`src/design/pwfr_pkg.sv`:
```
// ============================================================================
// pwfr_pkg: shared types and constants of the pulse width frame relay
// Holds the configuration register map, reset values and the result record.
// ============================================================================
package pwfr_pkg;

    // Default frame geometry.
    localparam int BITS_PER_FRAME_DEF = 8;
    localparam int COUNT_WIDTH_DEF    = 8;

    // Configuration port geometry.
    localparam int CFG_INDEX_W = 3;
    localparam int CFG_DATA_W  = 8;

    // Width of the output bit field.
    localparam int FRAME_BITS_W = 8;

    // Configuration register map.
    typedef enum logic [CFG_INDEX_W-1:0] {
        CFG_FRAME_TICK_LIMIT = 3'd0,
        CFG_LEAD_TICKS       = 3'd1,
        CFG_SHORT_TICKS      = 3'd2,
        CFG_LONG_TICKS       = 3'd3,
        CFG_ACTIVE_LOW       = 3'd4
    } t_cfg_reg;

    // Register reset values.
    localparam logic [7:0] FRAME_TICK_LIMIT_RST = 8'd110;
    localparam logic [3:0] LEAD_TICKS_RST       = 4'd9;
    localparam logic [3:0] SHORT_TICKS_RST      = 4'd2;
    localparam logic [3:0] LONG_TICKS_RST       = 4'd6;
    localparam logic       ACTIVE_LOW_RST       = 1'b0;

    // Current configuration as seen by the engine.
    typedef struct packed {
        logic [7:0] frame_tick_limit;
        logic [3:0] lead_ticks;
        logic [3:0] short_ticks;
        logic [3:0] long_ticks;
        logic       active_low;
    } t_cfg;

    // One result request.
    typedef struct packed {
        logic                    out_level;
        logic                    frame_done;
        logic [FRAME_BITS_W-1:0] frame_bits;
        logic                    frame_timeout;
    } t_result;

endpackage

```
`src/design/pwfr_engine.sv`:
```
// ============================================================================
// pwfr_engine: receiver and transmitter state of the frame relay
// Decodes one line sample per step and advances the pulse transmitter.
// ============================================================================
module pwfr_engine #(
    parameter int BITS_PER_FRAME = pwfr_pkg::BITS_PER_FRAME_DEF,
    parameter int COUNT_WIDTH    = pwfr_pkg::COUNT_WIDTH_DEF
) (
    input  logic              i_clk,
    input  logic              i_rst_n,
    input  logic              i_step,
    input  logic              i_line_level,
    input  pwfr_pkg::t_cfg    i_cfg,
    output pwfr_pkg::t_result o_result
);

    localparam int IDX_W = $clog2(BITS_PER_FRAME + 1);
    localparam int CMP_W = (COUNT_WIDTH > 8) ? COUNT_WIDTH : 8;
    localparam int FRAME_EXT_W = pwfr_pkg::FRAME_BITS_W;
    localparam logic [COUNT_WIDTH-1:0] CNT_MAX  = '1;
    localparam logic [IDX_W-1:0]       IDX_LAST = IDX_W'(BITS_PER_FRAME);

    typedef enum logic [1:0] {
        PH_IDLE = 2'd0,
        PH_LEAD = 2'd1,
        PH_LOW  = 2'd2,
        PH_HIGH = 2'd3
    } t_phase;

    t_phase                    r_rx_phase, n_rx_phase;
    logic [COUNT_WIDTH-1:0]    r_rx_tick, n_rx_tick;
    logic [IDX_W-1:0]          r_rx_idx, n_rx_idx;
    logic [COUNT_WIDTH-1:0]    r_low, n_low;
    logic [COUNT_WIDTH-1:0]    r_high, n_high;
    logic [BITS_PER_FRAME-1:0] r_rx_bits, n_rx_bits;
    t_phase                    r_tx_phase, n_tx_phase;
    logic [3:0]                r_tx_count, n_tx_count;
    logic [IDX_W-1:0]          r_tx_idx, n_tx_idx;
    logic [BITS_PER_FRAME-1:0] r_tx_bits, n_tx_bits;
    logic                      r_tx_level, n_tx_level;

    logic                                   active;
    logic                                   done;
    logic                                   timeout;
    logic [BITS_PER_FRAME-1:0]              bit_mask;
    logic [IDX_W-1:0]                       rx_idx_inc;
    logic [BITS_PER_FRAME+FRAME_EXT_W-1:0]  bits_ext;
    logic [BITS_PER_FRAME-1:0]              tx_shift;
    logic                                   tx_bit;
    logic                                   tx_expired;

    assign active     = i_line_level ^ i_cfg.active_low;
    assign bit_mask   = BITS_PER_FRAME'(1) << r_rx_idx;
    assign rx_idx_inc = r_rx_idx + IDX_W'(1);
    assign tx_shift   = r_tx_bits >> r_tx_idx;
    assign tx_bit     = tx_shift[0];
    assign tx_expired = (r_tx_count <= 4'd1);

    // Receiver: lead pulse, then low and high phase per bit, with a frame timeout.
    always_comb begin
        n_rx_phase = r_rx_phase;
        n_rx_tick  = r_rx_tick;
        n_rx_idx   = r_rx_idx;
        n_low      = r_low;
        n_high     = r_high;
        n_rx_bits  = r_rx_bits;
        done       = 1'b0;
        timeout    = 1'b0;
        priority if (r_rx_phase == PH_IDLE) begin
            if (active) begin
                n_rx_phase = PH_LEAD;
                n_rx_tick  = COUNT_WIDTH'(1);
                n_rx_idx   = '0;
                n_low      = '0;
                n_high     = '0;
                n_rx_bits  = '0;
            end
        end else if (CMP_W'(r_rx_tick) >= CMP_W'(i_cfg.frame_tick_limit)) begin
            n_rx_tick  = (r_rx_tick == CNT_MAX) ? r_rx_tick : r_rx_tick + COUNT_WIDTH'(1);
            n_rx_phase = PH_IDLE;
            timeout    = 1'b1;
        end else begin
            n_rx_tick = (r_rx_tick == CNT_MAX) ? r_rx_tick : r_rx_tick + COUNT_WIDTH'(1);
            unique case (r_rx_phase)
                PH_LEAD: begin
                    if (!active) begin
                        n_rx_phase = PH_LOW;
                    end
                end
                PH_LOW: begin
                    if (active) begin
                        n_rx_phase = PH_HIGH;
                    end else begin
                        n_low = (r_low == CNT_MAX) ? r_low : r_low + COUNT_WIDTH'(1);
                    end
                end
                PH_HIGH: begin
                    if (active) begin
                        n_high = (r_high == CNT_MAX) ? r_high : r_high + COUNT_WIDTH'(1);
                    end else begin
                        // The inactive tick that ends the high phase decides the bit.
                        if (r_high > r_low) begin
                            n_rx_bits = r_rx_bits & ~bit_mask;
                        end else begin
                            n_rx_bits = r_rx_bits | bit_mask;
                        end
                        n_low    = '0;
                        n_high   = '0;
                        n_rx_idx = rx_idx_inc;
                        if (rx_idx_inc >= IDX_LAST) begin
                            n_rx_phase = PH_IDLE;
                            done       = 1'b1;
                        end else begin
                            n_rx_phase = PH_LOW;
                        end
                    end
                end
                PH_IDLE: begin
                end
            endcase
        end
    end

    // Transmitter: a completed frame reloads it, otherwise it runs its phases.
    always_comb begin
        n_tx_phase = r_tx_phase;
        n_tx_count = r_tx_count;
        n_tx_idx   = r_tx_idx;
        n_tx_bits  = r_tx_bits;
        n_tx_level = r_tx_level;
        if (done) begin
            n_tx_bits  = n_rx_bits;
            n_tx_idx   = '0;
            n_tx_count = i_cfg.lead_ticks;
            n_tx_phase = PH_HIGH;
            n_tx_level = 1'b1;
        end else begin
            unique case (r_tx_phase)
                PH_LOW: begin
                    if (tx_expired) begin
                        n_tx_count = tx_bit ? i_cfg.short_ticks : i_cfg.long_ticks;
                        n_tx_idx   = r_tx_idx + IDX_W'(1);
                        n_tx_level = 1'b1;
                        n_tx_phase = PH_HIGH;
                    end else begin
                        n_tx_count = r_tx_count - 4'd1;
                    end
                end
                PH_HIGH: begin
                    if (tx_expired) begin
                        n_tx_count = '0;
                        n_tx_level = 1'b0;
                        if (r_tx_idx >= IDX_LAST) begin
                            n_tx_phase = PH_IDLE;
                        end else begin
                            n_tx_count = tx_bit ? i_cfg.long_ticks : i_cfg.short_ticks;
                            n_tx_phase = PH_LOW;
                        end
                    end else begin
                        n_tx_count = r_tx_count - 4'd1;
                    end
                end
                PH_IDLE, PH_LEAD: begin
                end
            endcase
        end
    end

    // Result of this step; frame bits show only when a frame completes.
    assign bits_ext = {{FRAME_EXT_W{1'b0}}, n_rx_bits};

    always_comb begin
        o_result.out_level     = n_tx_level;
        o_result.frame_done    = done;
        o_result.frame_bits    = done ? bits_ext[FRAME_EXT_W-1:0] : '0;
        o_result.frame_timeout = timeout;
    end

    // State registers advance once per accepted sample.
    always_ff @(posedge i_clk) begin
        if (!i_rst_n) begin
            r_rx_phase <= PH_IDLE;
            r_rx_tick  <= '0;
            r_rx_idx   <= '0;
            r_low      <= '0;
            r_high     <= '0;
            r_rx_bits  <= '0;
            r_tx_phase <= PH_IDLE;
            r_tx_count <= '0;
            r_tx_idx   <= '0;
            r_tx_bits  <= '0;
            r_tx_level <= 1'b0;
        end else if (i_step) begin
            r_rx_phase <= n_rx_phase;
            r_rx_tick  <= n_rx_tick;
            r_rx_idx   <= n_rx_idx;
            r_low      <= n_low;
            r_high     <= n_high;
            r_rx_bits  <= n_rx_bits;
            r_tx_phase <= n_tx_phase;
            r_tx_count <= n_tx_count;
            r_tx_idx   <= n_tx_idx;
            r_tx_bits  <= n_tx_bits;
            r_tx_level <= n_tx_level;
        end
    end

endmodule

```
`src/design/pwfr_outbuf.sv`:
```
// ============================================================================
// pwfr_outbuf: result register with a skid stage
// Holds results while the output side stalls and keeps the input side moving until the skid stage fills.
// ============================================================================
module pwfr_outbuf (
    input  logic              i_clk,
    input  logic              i_rst_n,
    input  logic              i_push,
    input  pwfr_pkg::t_result i_result,
    input  logic              i_stall,
    output logic              o_full,
    output logic              o_valid,
    output pwfr_pkg::t_result o_result
);

    logic              r_out_valid;
    logic              r_skid_valid;
    pwfr_pkg::t_result r_out;
    pwfr_pkg::t_result r_skid;
    logic              take;

    assign take = r_out_valid && !i_stall;

    // Control: the output register refills from the skid stage first.
    always_ff @(posedge i_clk) begin
        if (!i_rst_n) begin
            r_out_valid  <= 1'b0;
            r_skid_valid <= 1'b0;
        end else begin
            if (take || !r_out_valid) begin
                if (r_skid_valid) begin
                    r_out_valid  <= 1'b1;
                    r_skid_valid <= 1'b0;
                end else begin
                    r_out_valid <= i_push;
                end
            end else if (i_push) begin
                r_skid_valid <= 1'b1;
            end
        end
    end

    // Payload registers.
    always_ff @(posedge i_clk) begin
        if (take || !r_out_valid) begin
            if (r_skid_valid) begin
                r_out <= r_skid;
            end else if (i_push) begin
                r_out <= i_result;
            end
        end else if (i_push) begin
            r_skid <= i_result;
        end
    end

    assign o_full   = r_skid_valid;
    assign o_valid  = r_out_valid;
    assign o_result = r_out;

endmodule

```
`src/design/pulse_width_frame_relay.sv`:
```
// Output: a result request is registered in the result register when its sample is accepted.
// Throughput: one sample per cycle while o_stall is low; the engine state advances once per accepted sample.
// A skid stage behind the result register holds one result during an output stall; o_stall rises when it is full.
// Reset: synchronous, active low; clears receiver and transmitter state, loads the
// configuration defaults and empties the result register and the skid stage.
// ============================================================================
// pulse_width_frame_relay: pulse width frame receiver and retransmitter
// Decodes pulse width frames (eight bits by default) from line samples and resends them.
// ============================================================================
module pulse_width_frame_relay #(
    parameter int BITS_PER_FRAME = pwfr_pkg::BITS_PER_FRAME_DEF,
    parameter int COUNT_WIDTH    = pwfr_pkg::COUNT_WIDTH_DEF
) (
    input  logic                                i_clk,
    input  logic                                i_rst_n,
    // Sample channel.
    input  logic                                i_valid,
    output logic                                o_stall,
    input  logic                                i_line_level,
    // Result channel.
    output logic                                o_valid,
    input  logic                                i_stall,
    output logic                                o_out_level,
    output logic                                o_frame_done,
    output logic [pwfr_pkg::FRAME_BITS_W-1:0]   o_frame_bits,
    output logic                                o_frame_timeout,
    // Configuration write port.
    input  logic                                i_cfg_we,
    input  logic [pwfr_pkg::CFG_INDEX_W-1:0]    i_cfg_index,
    input  logic [pwfr_pkg::CFG_DATA_W-1:0]     i_cfg_data
);

    pwfr_pkg::t_cfg    r_cfg;
    pwfr_pkg::t_result step_result;
    pwfr_pkg::t_result out_result;
    logic              accept;
    logic              buf_full;

    assign accept  = i_valid && !buf_full;
    assign o_stall = buf_full;

    // Configuration registers.
    always_ff @(posedge i_clk) begin
        if (!i_rst_n) begin
            r_cfg.frame_tick_limit <= pwfr_pkg::FRAME_TICK_LIMIT_RST;
            r_cfg.lead_ticks       <= pwfr_pkg::LEAD_TICKS_RST;
            r_cfg.short_ticks      <= pwfr_pkg::SHORT_TICKS_RST;
            r_cfg.long_ticks       <= pwfr_pkg::LONG_TICKS_RST;
            r_cfg.active_low       <= pwfr_pkg::ACTIVE_LOW_RST;
        end else if (i_cfg_we) begin
            unique case (i_cfg_index)
                pwfr_pkg::CFG_FRAME_TICK_LIMIT: r_cfg.frame_tick_limit <= i_cfg_data;
                pwfr_pkg::CFG_LEAD_TICKS:       r_cfg.lead_ticks       <= i_cfg_data[3:0];
                pwfr_pkg::CFG_SHORT_TICKS:      r_cfg.short_ticks      <= i_cfg_data[3:0];
                pwfr_pkg::CFG_LONG_TICKS:       r_cfg.long_ticks       <= i_cfg_data[3:0];
                pwfr_pkg::CFG_ACTIVE_LOW:       r_cfg.active_low       <= i_cfg_data[0];
                default: begin
                end
            endcase
        end
    end

    // Receiver and transmitter.
    pwfr_engine #(
        .BITS_PER_FRAME (BITS_PER_FRAME),
        .COUNT_WIDTH    (COUNT_WIDTH)
    ) u_engine (
        .i_clk        (i_clk),
        .i_rst_n      (i_rst_n),
        .i_step       (accept),
        .i_line_level (i_line_level),
        .i_cfg        (r_cfg),
        .o_result     (step_result)
    );

    // Result register and skid stage.
    pwfr_outbuf u_outbuf (
        .i_clk    (i_clk),
        .i_rst_n  (i_rst_n),
        .i_push   (accept),
        .i_result (step_result),
        .i_stall  (i_stall),
        .o_full   (buf_full),
        .o_valid  (o_valid),
        .o_result (out_result)
    );

    assign o_out_level     = out_result.out_level;
    assign o_frame_done    = out_result.frame_done;
    assign o_frame_bits    = out_result.frame_bits;
    assign o_frame_timeout = out_result.frame_timeout;

endmodule
```
`config.mk`:
```
export PLATFORM = sky130hd
export DESIGN_NAME = pulse_width_frame_relay
export DESIGN_NICKNAME = d
export VERILOG_FILES = /design/src/design/pwfr_pkg.sv /design/src/design/pwfr_engine.sv /design/src/design/pwfr_outbuf.sv /design/src/design/pulse_width_frame_relay.sv
export SDC_FILE = /design/constraint.sdc
export NUM_CORES = 1
export LEC_CHECK = 0
export ABC_AREA = 0
export ABC_CLOCK_PERIOD_IN_PS = 4000
export BUFFER_PORTS_ARGS = -buffer_cell sky130_fd_sc_hd__buf_2
export CAP_MARGIN = 20
export CORE_UTILIZATION = 40
export DETAILED_ROUTE_END_ITERATION = 10
export PLACE_DENSITY_LB_ADDON = 0.3
export SLEW_MARGIN = 20
export SYNTH_ARGS = -nofsm -noshare
export SYNTH_HDL_FRONTEND = slang
export SYNTH_SLANG_ARGS = --single-unit
```
`constraint.sdc`:
```
create_clock -name i_clk -period 4 [get_ports i_clk]
set_clock_uncertainty 0.1 [all_clocks]
set_input_delay 0.8 -clock i_clk [delete_from_list [all_inputs] [get_ports i_clk]]
set_output_delay 0.8 -clock i_clk [all_outputs]
set_load 0.01 [all_outputs]
```
==> impl_metrics.toml, run 1 <==
[setup_path]
cp.required_ps = 3990
critPathKind = "reg2reg"
cp.arrival_ps = 3090
rr_worst_depth = 9
start_kind = "register"
worst-path-max-fanout = 13
end_kind = "register"

[clocking]
cts_setup_buffers = 0
path_clk_slew_ps = 70
ctsHoldBuffers = 0
cts-htree-levels = 3
clk_latency_ps = 350
clkSinkCount = 102
cts_root_buffer = "clkbuf_16"
tritoncts = "done"
cts_buffers = 9
postCtsResizedCells = 0
clockBufferDepth = 2

[drt]
routed_wl_um = 13400
wl_per_cell_um = 16.1
first_pass_iters = 5
drt_iter0_drc = 377
viasPerCell = 5.74
ant_nets = 0
drc = 0
routed-via-count = 4802

[flow_run]
max-cap-violations = 0

[sta]
worst_hold_slack_ps = 364
fin_crit_ps = 3090
fin_tns_setup_ps = 0
finalSetupViolations = 0
fmax_mhz = 323
hold_violations = 0
finalCritPeriodShare = 0.773
maxSlewViolCount = 0
rsz0062_at_grt = "false"
slew_headroom = 0.284
worst_slew_pin_slew_ps = 1070

[synth]
synth_common_cells = "dfxtp_1, nand2_1, nor2_1, a21oi_1, ha_1"
synth_top_cell_by_area = "dfxtp_1"
synth_fp_nets = 690
yosysMostFrequentCell = "dfxtp_1"
synth_edf_count = 22
synth_warnings = 0
synth_ff_type = "dfxtp_1"
synth-seq-cells = 102
synth_area_um2 = 5630
syn_area_per_cell_um2 = 8.84
synth_area_leaders = "dfxtp_1, edfxtp_1, ha_1"
async_flop_share = 0
ys_seq_area_frac = 0.402
synth.distinct_cells = 68
synth_top_area_frac = 0.285
syn-instance-count = 636

[global_routing]
overflow = 0
grt_pass1_wl_um = 22400
grt_use_met3 = 0.0283
grt_usage = 0.194
grtUsageMet2 = 0.323
busiest_layer = "met2"
grt_pass1_vias = 4586
grt_max_degree = 32
antenna_found_initial = 0
grt_use_met1 = 0.252

[placement]
hpwl_um = 9620
port_buffers = 29
place_congestion = 0.832

[layout]
fillers = 1339
drive_above_1_share = 0.115
area_growth_pct = 10.9
fin_util = 0.464
antenna_cells = 0
fin_nets = 709

[floorplanning]
rows = 42
num_io_pins = 30
start_util = 0.418
fp.coreArea_um2 = 13500
die_w_um = 121
die-area_um2 = 14500
fp.dieH_um = 121

[pwr]
leakage_nw = 2.41
ir_worst_vdd_uv = 206
powerDensity_nw_per_um2 = 357

[hold_path]
whs_path_depth = 2
hp-class = "reg2reg"

[outcome]
outcome = "complete, no violations"
==> layout by cell type (no fill, tap or decap), types with 11 or more instances in the layout <==
cell type / instances
ha_1: 37
a31oi_1: 12
inv_1: 31
o21ai_1: 11
dfxtp_1: 80
clkbuf_16: 11
nor2_1: 57
and3_1: 14
nand4_1: 23
edfxtp_1: 22
mux2i_1: 19
nand2_1: 68
o21ai_0: 27
nand3_1: 13
a21oi_1: 53
buf_2: 29
==> state kept, by name, summed over array words and instances, names as in the netlist <==
name	count
u_engine.r_high	8
u_engine.r_rx_idx	4
u_engine.r_tx_level	1
u_engine.r_tx_idx	4
u_engine.r_tx_phase	2
u_outbuf.o_result	11
u_outbuf.r_skid	11
r_cfg	21
u_outbuf.o_valid	1
u_engine.r_tx_bits	8
u_outbuf.o_full	1
u_engine.r_rx_tick	8
u_engine.r_low	8
u_engine.r_rx_bits	8
u_engine.r_tx_count	4
u_engine.r_rx_phase	2
==> worst max-delay path, cell delays in order (launching register included) <==
cell and delay (ps):
dfxtp_1 400, inv_1 60, ha_1 260, nand2b_1 170
a2111oi_4 450, o31a_1 410, buf_4 290, nand4_1 200
mux2i_1 390, o21ai_1 100
==> logic make-up after synthesis <==
logic type / share of synthesized area
simple gates: 0.200
compound gates: 0.198
flops: 0.402
buf+inv: 0.0460
fa+ha+maj: 0.0823
mux: 0.0525
xor+xnor: 0.0185
==> power by group <==
| group | leakage (nW) | switching, mW | internal [mW] | total (mW) |
|---|---|---|---|---|
| clock | 0.149 | 0.389 | 0.497 | 0.886 |
| sequential | 0.858 | 0.0170 | 1.07 | 1.09 |
| combinational | 1.40 | 0.172 | 0.0809 | 0.253 |
==> routing by layer <==
| metal | vias to the layer above | share of wire | wire (um) |
|---|---|---|---|
| met5 | - | 0 | 0 |
| met4 | 0 | 0.016 | 212 |
| met3 | 18 | 0.037 | 495 |
| met2 | 96 | 0.48 | 6440 |
| met1 | 2327 | 0.47 | 6290 |
| li1 | 2361 | - | - |
==> final cells by class <==
cell class | count | area (um2) | area share
tap | 176 | 220 | 0.0353
clock buffer | 12 | 279 | 0.0447
timing repair buffer | 39 | 220 | 0.0353
inverter | 33 | 124 | 0.0199
sequential | 102 | 2260 | 0.363
multi-input combinational | 470 | 3110 | 0.498
clock inverter | 4 | 26.3 | 0.00421
==> stage by stage <==
step | instances | power [mW] | worst slack [ps] | area [um2]
CTS | 836 | 2.24 | 894 | 6240
floorplan | 636 | 1.28 | 1350 | 5630
global route | 836 | 2.31 | 716 | 6240
finish | 836 | 2.23 | 907 | 6240
global placement | 820 | 1.35 | 946 | 5930
detailed placement | 820 | 1.36 | 830 | 5930
==> worst paths after layout <==
path / start / slack (ps) / endpoint
worst max-delay path: u_engine.r_rx_tick[0] / 910 / u_outbuf.o_result[6]
worst min-delay path: r_cfg[17] / 360 / r_cfg[17]
worst max register to register: u_engine.r_rx_tick[0] / 910 / u_outbuf.o_result[6]
worst min register to register: r_cfg[17] / 360 / r_cfg[17]
No activity file was read; power rests on OpenSTA's default activity.
==> inputs of run 2 (changes only) <==
--- a/config.mk
+++ b/config.mk
@@ -5,8 +5,8 @@
 export SDC_FILE = /design/constraint.sdc
 export NUM_CORES = 1
 export LEC_CHECK = 0
-export ABC_AREA = 0
-export ABC_CLOCK_PERIOD_IN_PS = 4000
+export ABC_AREA = 1
+export ABC_CLOCK_PERIOD_IN_PS = 3100
 export BUFFER_PORTS_ARGS = -buffer_cell sky130_fd_sc_hd__buf_2
 export CAP_MARGIN = 20
 export CORE_UTILIZATION = 40
==> constraint.sdc (replaced) <==
create_clock -name i_clk -period 3.1 [get_ports i_clk]
set_clock_uncertainty 0.1 [all_clocks]
set_input_delay 0.62 -clock i_clk [delete_from_list [all_inputs] [get_ports i_clk]]
set_output_delay 0.62 -clock i_clk [all_outputs]
set_load 0.01 [all_outputs]
==> run 2 against run 1 <==
  * Via count rose by 2.5%
  * Clock power up 35%
  * Combinational power grew to 3.0 times the previous value
  * Critical path depth did not move
  * First-iteration DRC count decreased by 32%
  * Cell count up 19%
  * Power increased by 55%
  * Fmax increased by 28%
  * Critical endpoint is now u_engine.r_rx_phase[0]
  * Largest cell class unchanged
  * Largest power group unchanged
==> impl_metrics.toml, run 2 <==
[setup_path]
cp.arrival_ps = 2550
r2r_start = "u_engine.r_rx_phase[0]"
rr_worst_depth = 9
rrSetupSlack_ps = 680
cp.required_ps = 3230
worst_r2r_endpoint = "u_engine.r_rx_phase[0]"
critPathSlowestCell = "ha_1"
cpPeakStageDelay_ps = 440
start_kind = "register"
critPathKind = "reg2reg"
end_kind = "register"
path_cells = "inv_1 > ha_1 > inv_1 > ha_1 > o21a_1 > a211oi_1 > o21ai_1 > o21ai_0 > a21oi_1"
worst-path-max-fanout = 11

[layout]
fillers = 1481
largest-register = "r_cfg"
area_growth_pct = 10.9
antenna_cells = 0
fin_util = 0.455
layout.cells.non_filler = 999
final_cell_mix = "nand2_1, inv_1, dfxtp_1"
largest_register_ffs = 21
drive_above_1_share = 0.126
layout_commonest_cell = "nand2_1"
fin_nets = 864
finalInstanceArea_um2 = 6580

[synth]
async_flop_share = 0
synth.distinct_cells = 47
synth_fp_nets = 836
synth_common_cells = "nand2_1, inv_1, dfxtp_1, nor2_1, nand3_1"
syn-instance-count = 782
synth_top_cell_by_area = "dfxtp_1"
synth_edf_count = 22
synth_area_leaders = "dfxtp_1, edfxtp_1, nand2_1"
syn_area_per_cell_um2 = 7.59
synth-seq-cells = 102
synth_warnings = 0
synth_ff_type = "dfxtp_1"
yosysMostFrequentCell = "nand2_1"
synth_area_um2 = 5930
ys_seq_area_frac = 0.381
synth_top_area_frac = 0.270

[pwr]
leakage_nw = 3.05
ir_worst_vdd_uv = 283
swShare = 0.330
internal_power_mw = 2.31
p_switching_mw = 1.14
p_seq_frac = 0.435
pwr-share-comb = 0.217
powerDensity_nw_per_um2 = 524
p_clk_frac = 0.347

[floorplanning]
rows = 44
num_io_pins = 30
fp.coreArea_um2 = 14500
start_util = 0.410
die-area_um2 = 15300
die_w_um = 124
fp.dieH_um = 124

[hold_path]
hold_path.startpoint = "u_engine.r_tx_bits[1]"
hp-class = "reg2reg"
min_to = "u_engine.r_tx_bits[1]"
whs_path_depth = 2

[sta]
finalCritPeriodShare = 0.782
hold_violations = 0
finalSetupViolations = 0
maxSlewViolCount = 0
fin_tns_setup_ps = 0
slew_headroom = 0.636
fin_crit_ps = 2420
rsz0062_at_grt = "false"
fmax_mhz = 412
worst_hold_slack_ps = 357
worst_slew_pin_slew_ps = 540

[clocking]
path_clk_slew_ps = 80
clockBufferDepth = 2
cts_root_buffer = "clkbuf_16"
ctsHoldBuffers = 0
postCtsResizedCells = 0
cts-htree-levels = 3
clk_latency_ps = 350
cts_buffers = 9
tritoncts = "done"
cts_setup_buffers = 0
clkSinkCount = 102

[global_routing]
antenna_found_initial = 0
grt_usage = 0.179
grt_max_degree = 32
grt_pass1_wl_um = 21300
grt_pass1_vias = 4591
overflow = 0

[outcome]
outcome = "complete, no violations"

[placement]
placed_area_um2 = 6260
hpwl_um = 9220
place_congestion = 0.806
port_buffers = 29
dp.cells = 983

[drt]
wl_per_cell_um = 12.5
ant_nets = 0
viasPerCell = 4.93
drt_iter0_drc = 258
routed_wl_um = 12500
routed-via-count = 4922
first_pass_iters = 5
drc = 0

[flow_run]
max-cap-violations = 0
[run 2: kinds of logic (layout without fill, tap and decap cells)]
logic type	count (synthesis)	count (layout)	share of synthesized area
AO/OA/AOI/OAI	130	130	0.129
XOR/XNOR	7	7	0.0103
adder cells (fa/ha/maj)	37	37	0.0780
buffers and inverters	130	163	0.0863
flip-flops	102	102	0.381
AND/OR/NAND/NOR	376	376	0.315
[run 2: worst max-delay path by stage]
stage	startpoint	to	slack, ps	depth (start not counted)
after floorplan	u_engine.r_rx_phase[0]	u_engine.r_rx_phase[1]	870	12
after global placement	u_engine.r_rx_phase[0]	u_engine.r_rx_phase[1]	780	9
after detailed placement	u_engine.r_rx_phase[0]	u_engine.r_rx_phase[0]	690	9
after CTS	u_engine.r_rx_phase[0]	u_engine.r_rx_phase[0]	690	9
after global routing	u_engine.r_rx_phase[0]	u_engine.r_rx_phase[1]	460	9
final	u_engine.r_rx_phase[0]	u_engine.r_rx_phase[0]	680	9
[run 2: final cells by class]
class	count	area, um2	area share
sequential	102	2260	0.344
clock inverter	7	91.3	0.0139
inverter	111	417	0.0633
multi-input combinational	550	3160	0.480
clock buffer	9	225	0.0342
timing repair buffer	36	198	0.0300
tap	184	230	0.0350
[run 2: power groups by stage]
stage	Combinational (mW)	Sequential (mW)	Clock (mW)
after global routing	0.856	1.51	1.27
after global placement	0.748	1.53	0
final	0.749	1.50	1.20
after CTS	0.755	1.50	1.23
after detailed placement	0.752	1.53	0
after floorplan	0.570	1.52	0
[run 2: through the flow]
stage | setup WS (ps) | power, mW
final | 675 | 3.45
after floorplan | 872 | 2.09
after detailed placement | 692 | 2.28
after global placement | 777 | 2.28
after global routing | 460 | 3.64
after CTS | 687 | 3.48
[run 2: worst max-delay path: cells and delay by family (launching register included)]
kind | cells | cell delay (ps)
AOI/OAI and AO/OA | 5 | 740
adders and majority gates | 2 | 700
buffers and inverters | 2 | 420
DFF | 1 | 340
[run 2: per-layer routing]
| layer | GRT usage | up-vias | wire length (um) |
|---|---|---|---|
| met3 | 0.0412 | 6 | 404 |
| met1 | 0.218 | 2228 | 5910 |
| met4 | 0.0384 | 0 | 110 |
| met5 | 0 | - | 0 |
| met2 | 0.318 | 69 | 6090 |
| li1 | - | 2619 | - |
==> inputs of run 3 (changes only) <==
--- a/config.mk
+++ b/config.mk
@@ -6,7 +6,7 @@
 export NUM_CORES = 1
 export LEC_CHECK = 0
 export ABC_AREA = 1
-export ABC_CLOCK_PERIOD_IN_PS = 3100
+export ABC_CLOCK_PERIOD_IN_PS = 2400
 export BUFFER_PORTS_ARGS = -buffer_cell sky130_fd_sc_hd__buf_2
 export CAP_MARGIN = 20
 export CORE_UTILIZATION = 40
==> constraint.sdc (replaced) <==
create_clock -name i_clk -period 2.4 [get_ports i_clk]
set_clock_uncertainty 0.1 [all_clocks]
set_input_delay 0.48 -clock i_clk [delete_from_list [all_inputs] [get_ports i_clk]]
set_output_delay 0.48 -clock i_clk [all_outputs]
set_load 0.01 [all_outputs]
==> run 3 against run 2 <==
  * Sequential share of layout area down 0.62 points
  * Routed wire length up 0.69%
  * Global-route usage down 0.47 points
  * Power up 30%
  * Sequential cell count unchanged
  * Die area unchanged
  * Combinational power up 42%
  * Non-clock buffer count up 17
  * Setup slack worse by 500 ps
  * First-iteration DRC count up 23%
  * Clock power up 23%
  * Critical path type unchanged
==> impl_metrics.toml, run 3 (synthesis results as in run 2) <==
[floorplanning]
num_io_pins = 30
fp.dieH_um = 124
fp.coreArea_um2 = 14500
rows = 44
die-area_um2 = 15300
die_w_um = 124
start_util = 0.410

[placement]
place_congestion = 0.812
hpwl_um = 9570
dpl_worst_slack_ps = 183
port_buffers = 29
placed_area_um2 = 6390

[clocking]
clockBufferDepth = 2
path_clk_slew_ps = 70
cts_setup_buffers = 0
tritoncts = "done"
clk_latency_ps = 350
cts_buffers = 9
clkSinkCount = 102
cts-htree-levels = 3
cts_root_buffer = "clkbuf_16"
ctsHoldBuffers = 0

[pwr]
p_switching_mw = 1.44
powerDensity_nw_per_um2 = 667
p_total_mw = 4.47
p_clk_frac = 0.331
internal_power_mw = 3.03
leakage_nw = 3.13
ir_worst_vdd_uv = 341
pwr-share-comb = 0.237
p_seq_frac = 0.432
swShare = 0.322

[drt]
wl_per_cell_um = 12.4
routed-via-count = 4954
drt_iter0_drc = 318
drc = 0
routed_wl_um = 12600
first_pass_iters = 7
ant_nets = 0
viasPerCell = 4.88

[sta]
hold_violations = 0
slew_headroom = 0.683
worst_slack_ps = 172
finalCritPeriodShare = 0.928
fmax_mhz = 449
finalSetupViolations = 0
rsz0062_at_grt = "false"
worst_slew_pin_slew_ps = 472
fin_tns_setup_ps = 0
fin_crit_ps = 2230
maxSlewViolCount = 0

[global_routing]
grt_max_degree = 32
grt_pass1_wl_um = 20700
grt_usage = 0.174
antenna_found_initial = 0
grt_pass1_vias = 4505
overflow = 0

[setup_path]
start_kind = "register"
rrSetupSlack_ps = 170
path_cells = "inv_1 > ha_1 > a21oi_1 > o21ai_1 > nand2_2 > nand3_4 > nor2_1 > nand2_1 > o211ai_1 > nand2_1 > nand2_1 > nand2_1"
critPathSlowestCell = "ha_1"
cp.arrival_ps = 2240
worst-path-max-fanout = 10
end_kind = "register"
path_common_cell = "nand2_1"
crit_buf_inv = 1
critPathKind = "reg2reg"
cpPeakStageDelay_ps = 340
cp.required_ps = 2410
crit_family = "simple AND/OR/NAND/NOR gates"

[layout]
antenna_cells = 0
final_cell_mix = "nand2_1, inv_1, dfxtp_1"
fin_nets = 881
largest-register = "r_cfg"
finalInstanceArea_um2 = 6700
drive_above_1_share = 0.145
area_growth_pct = 13.0
layout_commonest_cell = "nand2_1"
largest_register_ffs = 21

[hold_path]
hp-class = "in2reg"

[outcome]
outcome = "complete, no violations"

[flow_run]
max-cap-violations = 0
==> run 3: cell types whose count changed in the layout (fill, tap and decap cells not counted), sizes merged <==
cell    before  now
buf         36   53
clkinv       4    3
clkbuf       9   10
==> run 3: power groups by stage <==
stage	registers [mW]	clock network (mW)	logic (mW)
2_1_floorplan	1.96	0	0.737
3_3_place_gp	1.97	0	1.03
3_5_place_dp	1.97	0	1.03
4_1_cts	1.93	1.52	1.04
5_1_grt	1.94	1.60	1.19
6_report	1.93	1.48	1.06
==> run 3: layout make-up <==
cell class	count	area, um2
fill	1464	7780
multi-input combinational	550	3170
sequential	102	2260
inverter	111	417
timing repair buffer	53	325
tap	184	230
clock buffer	10	229
clock inverter	6	68.8
==> run 3: repair_timing <==
action,CTS,global route
endpoints found under the hold margin,0,0
gates resized for setup,0,3
setup endpoints to repair,0,3
==> run 3: stage by stage <==
stage | utilization | cells | hold WS [ps]
final | 0.463 | 1016 | 255
after CTS | 0.462 | 1016 | 243
after global routing | 0.463 | 1016 | 274
after floorplan | - | 782 | 326
after detailed placement | 0.441 | 1000 | 340
after global placement | 0.441 | 1000 | 344
==> run 3: worst reg2reg max path, cell delays in order, from the launching register on <==
cell	delay, ps
dfxtp_1	310
inv_1	50
ha_1	340
a21oi_1	180
o21ai_1	80
nand2_2	110
nand3_4	160
nor2_1	190
nand2_1	70
o211ai_1	110
nand2_1	150
nand2_1	90
nand2_1	50
==> run 3: final timing paths <==
path | startpoint | end | cells past startpoint
worst max-delay path | r_cfg[14] | u_outbuf.o_result[6] | 12
worst min-delay path | i_cfg_data[6] | r_cfg[19] | 3
worst max register to register | r_cfg[14] | u_outbuf.o_result[6] | 12
worst min register to register | u_engine.r_tx_bits[1] | u_engine.r_tx_bits[1] | 2
==> run 3: routing by layer <==
layer / global-route usage / up-vias / share of wire
met4: 0.0550 / 0 / 0.016
met2: 0.293 / 73 / 0.47
li1: - / 2659 / -
met1: 0.215 / 2209 / 0.48
met5: 0 / - / 0
met3: 0.0462 / 13 / 0.035
